$ cat src/hw/rtl/fit4_pkg.sv
// shared constants and types of the 4x4 forward integer transform
`timescale 1ns / 1ps

package fit4_pkg;

  localparam int SAMPLE_BITS_DEF = 9;
  localparam int COEF_BITS       = 15;
  localparam int BLK_N           = 4;
  localparam int ROW_IDX_W       = 2;
  localparam int OUT_TDATA_W     = ((ROW_IDX_W + BLK_N * COEF_BITS + 7) / 8) * 8;

  localparam logic [ROW_IDX_W-1:0] LAST_ROW = 2'd3;

  typedef logic signed [COEF_BITS-1:0] coef_t;

  typedef struct packed {
    logic busy;
    logic ending;
  } obuf_stat_t;

endpackage

$ cat src/hw/rtl/fit4_butterfly.sv
// one 4-point forward core transform lane (butterfly)
`timescale 1ns / 1ps

module fit4_butterfly #(
  parameter int IN_W = 9
) (
  input  logic signed [IN_W-1:0] a0,
  input  logic signed [IN_W-1:0] a1,
  input  logic signed [IN_W-1:0] a2,
  input  logic signed [IN_W-1:0] a3,
  output logic signed [IN_W+2:0] y0,
  output logic signed [IN_W+2:0] y1,
  output logic signed [IN_W+2:0] y2,
  output logic signed [IN_W+2:0] y3
);

  logic signed [IN_W:0]   s03;
  logic signed [IN_W:0]   s12;
  logic signed [IN_W:0]   d03;
  logic signed [IN_W:0]   d12;
  logic signed [IN_W+2:0] s03_x;
  logic signed [IN_W+2:0] s12_x;
  logic signed [IN_W+2:0] d03_x;
  logic signed [IN_W+2:0] d12_x;

  assign s03 = (IN_W+1)'(a0) + (IN_W+1)'(a3);
  assign s12 = (IN_W+1)'(a1) + (IN_W+1)'(a2);
  assign d03 = (IN_W+1)'(a0) - (IN_W+1)'(a3);
  assign d12 = (IN_W+1)'(a1) - (IN_W+1)'(a2);

  assign s03_x = (IN_W+3)'(s03);
  assign s12_x = (IN_W+3)'(s12);
  assign d03_x = (IN_W+3)'(d03);
  assign d12_x = (IN_W+3)'(d12);

  assign y0 = s03_x + s12_x;
  assign y1 = (d03_x <<< 1) + d12_x;
  assign y2 = s03_x - s12_x;
  assign y3 = d03_x - (d12_x <<< 1);

endmodule

$ cat src/hw/rtl/fit4_outbuf.sv
// coefficient block buffer: clips lane results and drains them row by row
`timescale 1ns / 1ps

module fit4_outbuf #(
  parameter int IN_W = 15
) (
  input  logic                                 clk,
  input  logic                                 rst,
  input  logic                                 load,
  input  logic signed [IN_W-1:0]               coef_in [4][4],
  output fit4_pkg::obuf_stat_t                 stat,
  output logic                                 m_tvalid,
  input  logic                                 m_tready,
  // row_index, coef_col0, coef_col1, coef_col2, coef_col3, zero pad
  output logic [fit4_pkg::OUT_TDATA_W-1:0]     m_tdata,
  // last_row
  output logic                                 m_tlast
);

  import fit4_pkg::*;

  localparam int EXT_W = (IN_W > COEF_BITS) ? IN_W : COEF_BITS;
  localparam logic signed [EXT_W-1:0] SAT_HI = EXT_W'((64'd1 << (COEF_BITS - 1)) - 64'd1);
  localparam logic signed [EXT_W-1:0] SAT_LO = ~SAT_HI;

  coef_t                  rows [BLK_N][BLK_N];
  coef_t                  sat  [BLK_N][BLK_N];
  logic                   valid;
  logic [ROW_IDX_W-1:0]   ptr;
  logic                   pop;

  always_comb begin
    logic signed [EXT_W-1:0] ext;
    for (int r = 0; r < BLK_N; r++) begin
      for (int c = 0; c < BLK_N; c++) begin
        ext = EXT_W'(coef_in[r][c]);
        if (ext > SAT_HI) begin
          ext = SAT_HI;
        end else if (ext < SAT_LO) begin
          ext = SAT_LO;
        end
        sat[r][c] = COEF_BITS'(ext);
      end
    end
  end

  always_ff @(posedge clk) begin
    if (load) begin
      rows <= sat;
    end
  end

  assign pop = valid && m_tready;

  always_ff @(posedge clk) begin
    if (rst) begin
      valid <= 1'b0;
      ptr   <= '0;
    end else if (load) begin
      valid <= 1'b1;
      ptr   <= '0;
    end else if (pop) begin
      if (ptr == LAST_ROW) begin
        valid <= 1'b0;
      end
      ptr <= ptr + 1'b1;
    end
  end

  always_comb begin
    m_tdata = '0;
    m_tdata[ROW_IDX_W-1:0] = ptr;
    for (int c = 0; c < BLK_N; c++) begin
      m_tdata[ROW_IDX_W + c * COEF_BITS +: COEF_BITS] = rows[ptr][c];
    end
  end

  assign m_tvalid    = valid;
  assign m_tlast     = (ptr == LAST_ROW);
  assign stat.busy   = valid;
  assign stat.ending = pop && (ptr == LAST_ROW);

endmodule

$ cat src/hw/rtl/forward_integer_transform_4x4.sv
// Takes a 4x4 residual block one row per transaction and returns the exact integer core
// transform C*X*C' as four coefficient rows, row_index 0..3, the last one with tlast set.
// Each incoming row goes through a row lane at once and is kept in a three-row store; the
// fourth row feeds four column lanes in the same cycle and the whole block lands in the
// output buffer, whose first row is offered on the next cycle. Rows are taken one per
// cycle and given out one per cycle while m_tready is high; the fourth row of a block waits
// only while the output buffer still holds rows of the previous block other than its
// last one being taken in that cycle. Coefficients beyond 15 bits are clipped.
`timescale 1ns / 1ps

module forward_integer_transform_4x4 #(
  parameter int SAMPLE_BITS = fit4_pkg::SAMPLE_BITS_DEF
) (
  input  logic                                  clk,
  input  logic                                  rst,
  input  logic                                  s_tvalid,
  output logic                                  s_tready,
  // res_col0, res_col1, res_col2, res_col3, zero pad
  input  logic [((4 * SAMPLE_BITS + 7) / 8) * 8 - 1:0] s_tdata,
  output logic                                  m_tvalid,
  input  logic                                  m_tready,
  // row_index, coef_col0, coef_col1, coef_col2, coef_col3, zero pad
  output logic [fit4_pkg::OUT_TDATA_W-1:0]      m_tdata,
  // last_row
  output logic                                  m_tlast
);

  import fit4_pkg::*;

  localparam int ROW_W = SAMPLE_BITS + 3;
  localparam int COL_W = SAMPLE_BITS + 6;

  logic signed [SAMPLE_BITS-1:0] res       [BLK_N];
  logic signed [ROW_W-1:0]       row_t     [BLK_N];
  logic signed [ROW_W-1:0]       row_store [BLK_N-1][BLK_N];
  logic signed [COL_W-1:0]       col_y     [BLK_N][BLK_N];
  logic [ROW_IDX_W-1:0]          rows_loaded;
  logic                          in_acc;
  logic                          block_done;
  obuf_stat_t                    stat;

  for (genvar i = 0; i < BLK_N; i++) begin : g_unpack
    assign res[i] = s_tdata[i * SAMPLE_BITS +: SAMPLE_BITS];
  end

  // row lane
  fit4_butterfly #(.IN_W(SAMPLE_BITS)) u_row (
    .a0 (res[0]),
    .a1 (res[1]),
    .a2 (res[2]),
    .a3 (res[3]),
    .y0 (row_t[0]),
    .y1 (row_t[1]),
    .y2 (row_t[2]),
    .y3 (row_t[3])
  );

  assign in_acc     = s_tvalid && s_tready;
  assign block_done = in_acc && (rows_loaded == LAST_ROW);
  assign s_tready   = (rows_loaded != LAST_ROW) || !stat.busy || stat.ending;

  always_ff @(posedge clk) begin
    if (rst) begin
      rows_loaded <= '0;
    end else if (in_acc) begin
      rows_loaded <= rows_loaded + 1'b1;
    end
  end

  always_ff @(posedge clk) begin
    if (in_acc && (rows_loaded != LAST_ROW)) begin
      row_store[rows_loaded] <= row_t;
    end
  end

  // column lanes, fourth row taken straight from the row lane
  for (genvar j = 0; j < BLK_N; j++) begin : g_col
    fit4_butterfly #(.IN_W(ROW_W)) u_col (
      .a0 (row_store[0][j]),
      .a1 (row_store[1][j]),
      .a2 (row_store[2][j]),
      .a3 (row_t[j]),
      .y0 (col_y[0][j]),
      .y1 (col_y[1][j]),
      .y2 (col_y[2][j]),
      .y3 (col_y[3][j])
    );
  end

  fit4_outbuf #(.IN_W(COL_W)) u_obuf (
    .clk      (clk),
    .rst      (rst),
    .load     (block_done),
    .coef_in  (col_y),
    .stat     (stat),
    .m_tvalid (m_tvalid),
    .m_tready (m_tready),
    .m_tdata  (m_tdata),
    .m_tlast  (m_tlast)
  );

  a_load_free: assert property (@(posedge clk) disable iff (rst)
    block_done |-> (!m_tvalid || (m_tready && m_tlast)))
    else $error("block loaded over undelivered rows");

  a_row_step: assert property (@(posedge clk) disable iff (rst)
    (m_tvalid && m_tready && !m_tlast) |=>
      (m_tvalid && (m_tdata[ROW_IDX_W-1:0] == $past(m_tdata[ROW_IDX_W-1:0]) + 2'd1)))
    else $error("coefficient rows out of order");

  a_block_end: assert property (@(posedge clk) disable iff (rst)
    (m_tvalid && m_tready && m_tlast) |=> (!m_tvalid || $past(block_done)))
    else $error("output still valid after last row");

  a_load_start: assert property (@(posedge clk) disable iff (rst)
    block_done |=> (m_tvalid && (m_tdata[ROW_IDX_W-1:0] == 2'd0)))
    else $error("new block does not start at row zero");

endmodule
$ cat config.mk
export PLATFORM = sky130hd
export DESIGN_NAME = forward_integer_transform_4x4
export DESIGN_NICKNAME = d
export VERILOG_FILES = /design/src/hw/rtl/fit4_pkg.sv /design/src/hw/rtl/fit4_butterfly.sv /design/src/hw/rtl/fit4_outbuf.sv /design/src/hw/rtl/forward_integer_transform_4x4.sv
export SDC_FILE = /design/constraint.sdc
export NUM_CORES = 1
export LEC_CHECK = 0
export ABC_CLOCK_PERIOD_IN_PS = 13650
export BUFFER_PORTS_ARGS = -buffer_cell sky130_fd_sc_hd__buf_2
export CAP_MARGIN = 20
export CORE_MARGIN = 2
export CORE_UTILIZATION = 25
export CTS_CLUSTER_SIZE = 25
export DETAILED_ROUTE_END_ITERATION = 8
export PLACE_DENSITY = 0.45
export SYNTH_ARGS = -nofsm -noshare
export SYNTH_HDL_FRONTEND = slang
export SYNTH_SLANG_ARGS = --single-unit
$ cat constraint.sdc
create_clock -name clk -period 13.65 [get_ports clk]
set_input_delay 1.365 -clock clk [delete_from_list [all_inputs] [get_ports clk]]
set_output_delay 1.365 -clock clk [all_outputs]
set_load 0.1 [all_outputs]
# ---- Word-level counts from Yosys, hierarchy flattened
# Memory sizes are Yosys's and may differ from the RTL's.
# Index checks and enable logic that the tools add are counted.
dict set report totals {
  word_cells 135
  output_inout_bits 67
  register_bits 245
  inputBits 44
  mem_count 1
  ram_bits 144
}
dict set report op_classes {
  n_eq_ne 3
  n_bitwise 1
  muxes 24
  addsub 42
  n_lt_le_gt_ge 33
  reduce_logical 12
}
# name words width rd rd_ports_with_merged_regs write_ports line_no
set memory_table {}
lappend memory_table {row_store 3 48 3 0 1 forward_integer_transform_4x4.sv:35} ;# logic signed [ROW_W-1:0] row_store [BLK_N-1][BLK_N];
# operator count
set ops {}
lappend ops {{15-bit two-way mux} 16}
lappend ops {{60-bit binary-select mux with 2-bit select} 1}
lappend ops {{14-bit by 15-bit greater-than comparator with 1-bit output (second input constant)} 8}
lappend ops {{15-bit greater-than comparator (second input constant)} 8}
lappend ops {{14-bit by 15-bit < comparator with 1-bit output (second input constant)} 8}
lappend ops {{15-bit < comparator (second input constant)} 8}
lappend ops {{60-bit two-way mux} 2}
lappend ops {{12-bit by 12-bit adder with 13-bit output} 6}
lappend ops {{12-bit by 12-bit subtractor with 13-bit output} 6}
lappend ops {{14-bit by 13-bit adder with 15-bit output} 4}
lappend ops {{13-bit by 14-bit subtractor with 15-bit output} 4}
lappend ops {{13-bit by 13-bit adder with 14-bit output} 4}
lappend ops {{13-bit by 13-bit subtractor with 14-bit output} 4}
lappend ops {{12-bit by 11-bit adder with 13-bit output} 2}
lappend ops {{12-bit by 11-bit subtractor with 13-bit output} 2}
lappend ops {{9-bit by 9-bit adder with 10-bit output} 2}
lappend ops {{9-bit by 9-bit subtractor with 10-bit output} 2}
lappend ops {{11-bit by 10-bit adder with 12-bit output} 1}
lappend ops {{10-bit by 11-bit subtractor with 12-bit output} 1}
lappend ops {{10-bit by 10-bit adder with 11-bit output} 1}
lappend ops {{10-bit by 10-bit subtractor with 11-bit output} 1}
lappend ops {{1-bit logical AND} 5}
lappend ops {{1-bit two-way mux} 5}
lappend ops {{2-bit by 1-bit adder with 2-bit output (second input constant)} 2}
lappend ops {{9 further kinds} 12}

# ---- Depth between registers and ports, before layout
# Gate-level depths: netlist of run 1.
dict set report depth {
  word_depth 7
  ltp_mapped 29
  mapped_depth_nobuf 28
}

# ---- Hierarchy
# A second synthesis of run 1 with hierarchy kept.
dict set report unflattened {
  cells_unflattened 3623
  hier_area_um2 36087.1
}
# module instances cells_each area_each_um2
set modules_own_cells {}
lappend modules_own_cells {{fit4_butterfly at g_col[0].u_col ...} 3 610 4673.2}
lappend modules_own_cells {fit4_outbuf 1 572 9794.4}
lappend modules_own_cells {{fit4_butterfly at g_col[1].u_col} 1 648 4658.2}
lappend modules_own_cells {forward_integer_transform_4x4 1 165 4524.3}
lappend modules_own_cells {{fit4_butterfly at u_row} 1 408 3090.5}

# ---- Worst setup path before layout of run 1
# Ideal clock, no wire load.
dict set report synth_timing {
  path_kind {reg2reg}
  startpoint {register u_obuf.ptr[1]}
  endpoint {register u_obuf.rows[0] (netlist name) (enable)}
  t_arrival_ns 8.631
  slack_ns 4.384
  stages_incl_launch_ff 5
  setup_time_ns 0.635
  path_cell_list {dfxtp_1 > ha_1 > a21boi_0 > nand2_1 > and3_1}
}
dict set report synth_between {
  elab_chain_cells 5
}
# item line_no
set synth_rtl {}
lappend synth_rtl {{from (decl)} fit4_outbuf.sv:29} ;# logic [ROW_IDX_W-1:0] ptr;
lappend synth_rtl {{from (signal assigned)} fit4_outbuf.sv:66} ;# ptr <= ptr + 1'b1;
lappend synth_rtl {{2-bit equality test} --}
lappend synth_rtl {{via m_tlast} forward_integer_transform_4x4.sv:25} ;# output logic m_tlast
lappend synth_rtl {{1-bit logical AND} fit4_outbuf.sv:81} ;# assign stat.ending = pop && (ptr == LAST_ROW);
lappend synth_rtl {{1-bit logical OR} forward_integer_transform_4x4.sv:60} ;# assign s_tready = (rows_loaded != LAST_ROW) || !stat.busy || stat.ending;
lappend synth_rtl {{via s_tready} forward_integer_transform_4x4.sv:17} ;# output logic s_tready,
lappend synth_rtl {{1-bit logical AND} forward_integer_transform_4x4.sv:58} ;# assign in_acc = s_tvalid && s_tready;
lappend synth_rtl {{1-bit logical AND} forward_integer_transform_4x4.sv:59} ;# assign block_done = in_acc && (rows_loaded == LAST_ROW);
lappend synth_rtl {{via block_done} forward_integer_transform_4x4.sv:39} ;# logic block_done;
lappend synth_rtl {{to (signal assigned)} fit4_outbuf.sv:49} ;# rows <= sat;
lappend synth_rtl {{to (decl)} fit4_outbuf.sv:26} ;# coef_t rows [BLK_N][BLK_N];
# The timed path passes the listed nets, and every way through them passes these cells.
# A chain may end at the register's enable or synchronous reset.

# ---- Worst setup path after layout of run 1
dict set report layout_timing {
  startpoint {input port s_tdata[0]}
  endpoint {register u_obuf.rows[73] (netlist name), data pin}
}
dict set report layout_between {
  elab_chain_cells 6
}
# item line_no
set layout_rtl {}
lappend layout_rtl {{from (decl)} forward_integer_transform_4x4.sv:19} ;# input logic [((4 * SAMPLE_BITS + 7) / 8) * 8 - 1:0] s_tdata,
lappend layout_rtl {{9-bit by 9-bit subtractor with 10-bit output (*)} fit4_butterfly.sv:28} ;# assign d03 = (IN_W+1)'(a0) - (IN_W+1)'(a3);
lappend layout_rtl {{10-bit by 11-bit subtractor with 12-bit output (*)} fit4_butterfly.sv:39} ;# assign y3 = d03_x - (d12_x <<< 1);
lappend layout_rtl {{via g_col[3].u_col.a3[4]} fit4_butterfly.sv:10} ;# input logic signed [IN_W-1:0] a3,
lappend layout_rtl {{12-bit by 12-bit adder with 13-bit output (*)} fit4_butterfly.sv:26} ;# assign s03 = (IN_W+1)'(a0) + (IN_W+1)'(a3);
lappend layout_rtl {{13-bit by 13-bit subtractor with 14-bit output (*)} fit4_butterfly.sv:38} ;# assign y2 = s03_x - s12_x;
lappend layout_rtl {{14-bit by 15-bit < comparator with 1-bit output} fit4_outbuf.sv:39} ;# end else if (ext < SAT_LO) begin
lappend layout_rtl {{15-bit two-way mux} fit4_outbuf.sv:39}
# Mark *: on every way through the listed nets, which the timed path passes. The rest lies on a longest branch.

==> flow_summary.json, run 1 <==
{
  "drtIter0Drc": 1254,
  "cts.root.buffer_cell": "clkbuf_16",
  "cts.repair_timing.setup_buffer_count": 0,
  "seq_area_frac_synth": 0.345,
  "die-width_um": 367,
  "synth_cells": 3243,
  "number_of_global_route_vias_before_repair": 22700,
  "die_h_um": 367,
  "clk_latency_ns": 0.65,
  "cpMaxStageDelayCell": "a2111oi_0",
  "setup_crit_end_kind": "flop",
  "initial_core_util": 0.251,
  "finalHoldWorstSlack_ns": 0.502,
  "unrepaired_setup_endpoints_after_global_routing": "false",
  "ys_dominant_reg_cell": "edfxtp_1",
  "globalRoute.totalOverflow": 0,
  "globalRouteMet3Util": 0.0273,
  "path_clk_slew_ns": 0.06,
  "post-dp-hpwl_mm": 66.3,
  "cp_max_fo": 8,
  "syn_to_final_growth_pct": 12.8,
  "worst_rel_slew_slack": 0.374,
  "post_cts_resized": 0,
  "netlist.area_leader.share": 0.342,
  "finalSetupViolCount": 0,
  "use_met2": 0.194,
  "groute.layer.met1.usage": 0.166,
  "report.final.slew_viol_count": 0,
  "port_buffers": 104,
  "yosys_warnings": 0,
  "cts.sinks": 380,
  "max-cap-violations": 0,
  "min_path_cells": 2,
  "final.period_utilization": 0.516,
  "post_synth_num_cell_types": 90,
  "ys_seq_elements": 380,
  "timing.final.ws_setup_ns": 6.61,
  "holdCritPathClass": "flop to flop",
  "core.rowCount": 133,
  "timing.critical_path.arrival_ns": 7.55,
  "post-synth-top-area-cell": "edfxtp_1",
  "setup_tns_ns": 0,
  "cts_tree": "built",
  "async_reset_ff_frac": 0,
  "gp_congestion": 0.819,
  "detailed_routing_iterations_pass_1": 7,
  "ctsHtreeMaxLevel": 2,
  "max_clock_freq_mhz": 142,
  "finalCriticalPeriod_ns": 7.04,
  "vias": 22800,
  "timing.setup.critical_path_class": "input port to flop",
  "grt_max_degree": 71,
  "track_usage": 0.122,
  "worstMarginPinSlew_ns": 0.938,
  "postRouteWirelength_mm": 82.5,
  "worst_r2r_path_depth": 19,
  "syn_area_mm2": 0.0329,
  "outcome": "completed",
  "clock_skew_ns": 0.0337,
  "cts_buffers": 50,
  "fin_nets": 3875,
  "fp.dieArea_mm2": 0.135,
  "syn_area_per_cell_um2": 10.2,
  "critical_path_cell_count": 26,
  "critical_path.top_delay_family": "compound AO/OA/AOI/OAI gates",
  "layout-drive-gt1-share": 0.0948,
  "cp_slowest_stage_delay_ns": 0.59,
  "num_io_pins": 111,
  "fp.coreArea_mm2": 0.131,
  "global_route_wire_length_before_repair_mm": 129,
  "postCtsHoldBufs": 0,
  "pre_cts_ws_ns": 6.01,
  "synth_edf_count": 375,
  "start_kind": "input port",
  "most_numerous_cell_in_the_yosys_netlist": "ha_1",
  "worstPathBufferInverterCount": 3,
  "top_post_synthesis_cells_by_count": "477 x ha_1, 412 x inv_1, 375 x edfxtp_1",
  "route.antenna.remaining_nets": 0,
  "synth.area.top_cells": "edfxtp_1 34%, ha_1 18%, xnor2_1 7.0%, inv_1 4.7%, mux4_2 4.1%",
  "worst_ep_required_time_ns": 14.16,
  "wl_per_cell_um": 16.1,
  "grt_busiest_layer": "met2",
  "critical_path.most_common_cell": "ha_1",
  "drcViolationCount": 0,
  "initial_antenna_violation_count": 18,
  "routed_via_density": 4.46,
  "final-hold-violation-count": 0,
  "cts_max_path_buffers": 3
}
-- per-stage QoR --
stage / cells / utilization / area, µm²
2_1_floorplan: 3244 / - / 32900
4_1_cts: 5110 / 0.283 / 37100
3_5_place_dp: 5017 / 0.269 / 35300
5_1_grt: 5110 / 0.283 / 37100
3_3_place_gp: 5017 / 0.269 / 35300
6_report: 5113 / 0.283 / 37200
-- final cells by class --
cell class | instances | area [µm²]
antenna | 3 | 7.51
clock buffer | 60 | 1320
clock inverter | 33 | 492
fill | 13900 | 94000
inverter | 413 | 1550
multi-input combinational | 2355 | 19600
sequential | 380 | 11400
tap | 1755 | 2200
timing repair buffer | 114 | 596
-- metal layers --
metal	part of all wire	wire length, µm	up-vias
met4	0.020	1620	24
met1	0.47	38800	10700
met5	0.0016	136	-
met2	0.44	36600	323
met3	0.064	5260	105
li1	-	-	11600
-- flip-flops by register name, indices dropped and copies added (netlist names) --
register         count
row_store          135
u_obuf.rows        240
u_obuf.ptr           2
rows_loaded          2
u_obuf.m_tvalid      1
-- worst paths after layout --
check,startpoint,endpoint,slack (ns)
max,s_tdata[0],u_obuf.rows[73],6.61
min,rows_loaded[1],rows_loaded[1],0.50
max reg2reg,row_store[1][36],u_obuf.rows[147],8.81
min reg2reg,rows_loaded[1],rows_loaded[1],0.50
-- kinds of logic (layout without fill, tap and decap cells) --
family,count (synthesis),after routing,synth area share
buffers and inverters,509,620,0.0594
XOR/XNOR,366,366,0.0976
flip-flops,380,380,0.345
adder cells (fa/ha/maj),522,522,0.207
multiplexers,74,74,0.0455
AO/OA/AOI/OAI,803,803,0.160
other,1,5,0.000114
AND/OR/NAND/NOR,588,588,0.0856
-- layout by cell type, fill, tap and decap left out, types with 51 or more instances in the layout --
master / netlist / final
nor3_1: 61 / 61
a21o_1: 59 / 59
o21bai_1: 73 / 73
nand2b_1: 51 / 51
xnor2_1: 262 / 262
edfxtp_1: 375 / 375
buf_2: 8 / 104
nor2_1: 237 / 237
a21oi_1: 265 / 265
ha_1: 477 / 477
clkbuf_16: 0 / 51
nor2b_1: 56 / 56
nand2_1: 84 / 84
o21ai_0: 124 / 124
mux4_2: 60 / 60
xor2_1: 103 / 103
inv_1: 412 / 412
o21a_1: 56 / 56
-- worst min-delay path: stages, from the launching register on --
cell and delay, ns:
dfxtp_1 0.33, nand2_1 0.07, a21oi_1 0.05
Power of run 1 is left out: the tool's default activity adds up to more than one toggle a clock period on the data nets, which glitch-free logic cannot reach.
==> run 2, diff against run 1 <==
ABC_AREA = 1   (was unset)
ABC_CLOCK_PERIOD_IN_PS = 6300   (was 13650)
PLACE_DENSITY = 0.46   (was 0.45)
clock period = 6.3 ns   (was 13.65 ns; I/O delays follow)
==> flow_summary.json, run 2 <==
{
  "synth_cells": 4319,
  "design_area_mm2": 0.0413,
  "final_common_cell": "inv_1",
  "most_numerous_cell_in_the_yosys_netlist": "inv_1",
  "synth.area.top_cells": "edfxtp_1 32%, ha_1 17%, inv_1 8.2%, xor2_1 7.5%, nand2_1 7.0%",
  "clk_latency_ns": 0.64,
  "layout_common_cells": "764 x inv_1, 653 x nand2_1, 476 x ha_1, 375 x edfxtp_1, 336 x a21oi_1",
  "report.final.slew_viol_count": 0,
  "timing.critical_path.arrival_ns": 6.13,
  "synth-simple-area-share": 0.157,
  "initial_core_util": 0.252,
  "synth_top_family_by_area": "adder cells",
  "num_io_pins": 111,
  "postRouteWirelength_mm": 102,
  "cts_tree": "built",
  "final-hold-violation-count": 0,
  "global_route_wire_length_before_repair_mm": 157,
  "max-cap-violations": 0,
  "globalRoute.totalOverflow": 0,
  "holdCritPathClass": "input port to flop",
  "route.antenna.remaining_nets": 0,
  "post-synth-top-area-cell": "edfxtp_1",
  "cp_max_fo": 5,
  "outcome": "completed",
  "worst_ep_required_time_ns": 6.67,
  "cts.repair_timing.setup_buffer_count": 0,
  "setup_crit_end_kind": "flop",
  "drcViolationCount": 0,
  "synth-adder-area-share": 0.193,
  "detailed_place.area_mm2": 0.0397,
  "timing.setup.critical_path_class": "input port to flop",
  "seq_area_frac_synth": 0.323,
  "finalCriticalPeriod_ns": 5.76,
  "vias": 28900,
  "cts_max_path_buffers": 3,
  "die_h_um": 379,
  "postCtsHoldBufs": 0,
  "top_post_synthesis_cells_by_count": "767 x inv_1, 654 x nand2_1, 477 x ha_1",
  "syn_to_final_growth_pct": 17.4,
  "post_synth_num_cell_types": 60,
  "max_clock_freq_mhz": 174,
  "track_usage": 0.140,
  "clock_skew_ns": 0.0285,
  "syn_area_mm2": 0.0352,
  "gp_congestion": 0.848,
  "routed_via_density": 4.41,
  "largest_register": "u_obuf.rows",
  "post_cts_resized": 0,
  "ctsHtreeMaxLevel": 2,
  "final.period_utilization": 0.914,
  "wl_per_cell_um": 15.5,
  "fp.dieArea_mm2": 0.144,
  "unrepaired_setup_endpoints_after_global_routing": "false",
  "share_of_the_synthesized_area_in_compound_gates_ao_oa_aoi_oai": 0.139,
  "worstMarginPinSlew_ns": 0.891,
  "post-dp-hpwl_mm": 82.8,
  "path_clk_slew_ns": 0.05,
  "yosys_warnings": 0,
  "number_of_global_route_vias_before_repair": 28300,
  "cts.sinks": 380,
  "ys_dominant_reg_cell": "edfxtp_1",
  "fp.coreArea_mm2": 0.140,
  "finalSetupViolCount": 0,
  "netlist.area_leader.share": 0.320,
  "ys_seq_elements": 380,
  "async_reset_ff_frac": 0,
  "synth_mux_area_frac": 0,
  "grt_max_degree": 121,
  "start_kind": "input port",
  "synth_edf_count": 375,
  "initial_antenna_violation_count": 6,
  "largest_register_ffs": 240,
  "worst_rel_slew_slack": 0.406,
  "layout-drive-gt1-share": 0.120,
  "cts.root.buffer_cell": "clkbuf_16",
  "core.rowCount": 137,
  "syn_area_per_cell_um2": 8.14,
  "die-width_um": 379,
  "detailed_routing_iterations_pass_1": 5,
  "cts_buffers": 48,
  "port_buffers": 104,
  "final.fill_count": 15100,
  "cp_slowest_stage_delay_ns": 0.44,
  "cpMaxStageDelayCell": "fa_1",
  "fin_nets": 5200,
  "finalHoldWorstSlack_ns": 0.316,
  "drtIter0Drc": 1766,
  "biggestRegsByFlops": "u_obuf.rows x240, row_store x135",
  "post_synth_xor_area_fraction": 0.0846
}
## run 2: cell types whose count changed in the layout (fill, tap and decap cells not counted), moves of 172 or more
cell,previous run,this run
xor2_1,103,301
nand3_1,19,191
buf_4,10,300
nand2_1,84,653
xnor2_1,262,33
inv_1,412,764
## run 2: per-stage QoR
step           utilization  TNS (ns)  cells  setup slack [ns]
2_1_floorplan            -         0   4320            0.0792
3_3_place_gp         0.285   -0.0434   6465           -0.0260
3_5_place_dp         0.285   -0.0725   6465           -0.0384
4_1_cts              0.296         0   6549             0.614
5_1_grt              0.296         0   6549            0.0886
6_report             0.296         0   6551             0.543
## run 2: critical path, delay by kind of cell
family	cells	cell delay, ns
adder cells (fa/ha/maj)	5	1.51
AND/OR/NAND/NOR	8	1.07
AO/OA/AOI/OAI	6	1.05
XOR/XNOR	3	0.99
buffers and inverters	8	0.87
## run 2: metal layers
| layer | GRT usage | vias to the layer above | wire (µm) |
|---|---|---|---|
| met4 | 0.0260 | 10 | 1600 |
| met2 | 0.225 | 440 | 44900 |
| met1 | 0.199 | 13400 | 51100 |
| met5 | 0 | - | 56 |
| li1 | - | 14900 | - |
| met3 | 0.0199 | 86 | 4040 |
## run 2: path summary, 6_finish.rpt
kind / start / endpoint / slack (ns) / cells past startpoint
worst max register to register: row_store[2][36] / u_obuf.rows[208] / 2.39 / 17
worst max-delay path: s_tdata[18] / u_obuf.rows[103] / 0.54 / 30
worst min register to register: u_obuf.m_tvalid / u_obuf.ptr[1] / 0.52 / 2
worst min-delay path: rst / u_obuf.m_tvalid / 0.32 / 4
## run 2: logic make-up after synthesis
| kind of cell | count (synthesis) |
|---|---|
| compound gates | 854 |
| other cells | 1 |
| fa+ha+maj | 517 |
| flops | 380 |
| simple gates | 1300 |
| xor+xnor | 337 |
| buf+inv | 930 |
## run 2: cell type report
class                      count  area (µm²)  share of cell area
tap                         1876        2350              0.0569
multi-input combinational   3010       20200               0.489
inverter                     791        2980              0.0722
timing repair buffer         408        2850              0.0691
antenna                        2        5.00            0.000121
clock buffer                  58        1240              0.0300
clock inverter                26         284             0.00688
sequential                   380       11400               0.275
Power of run 2 is left out for the same reason.
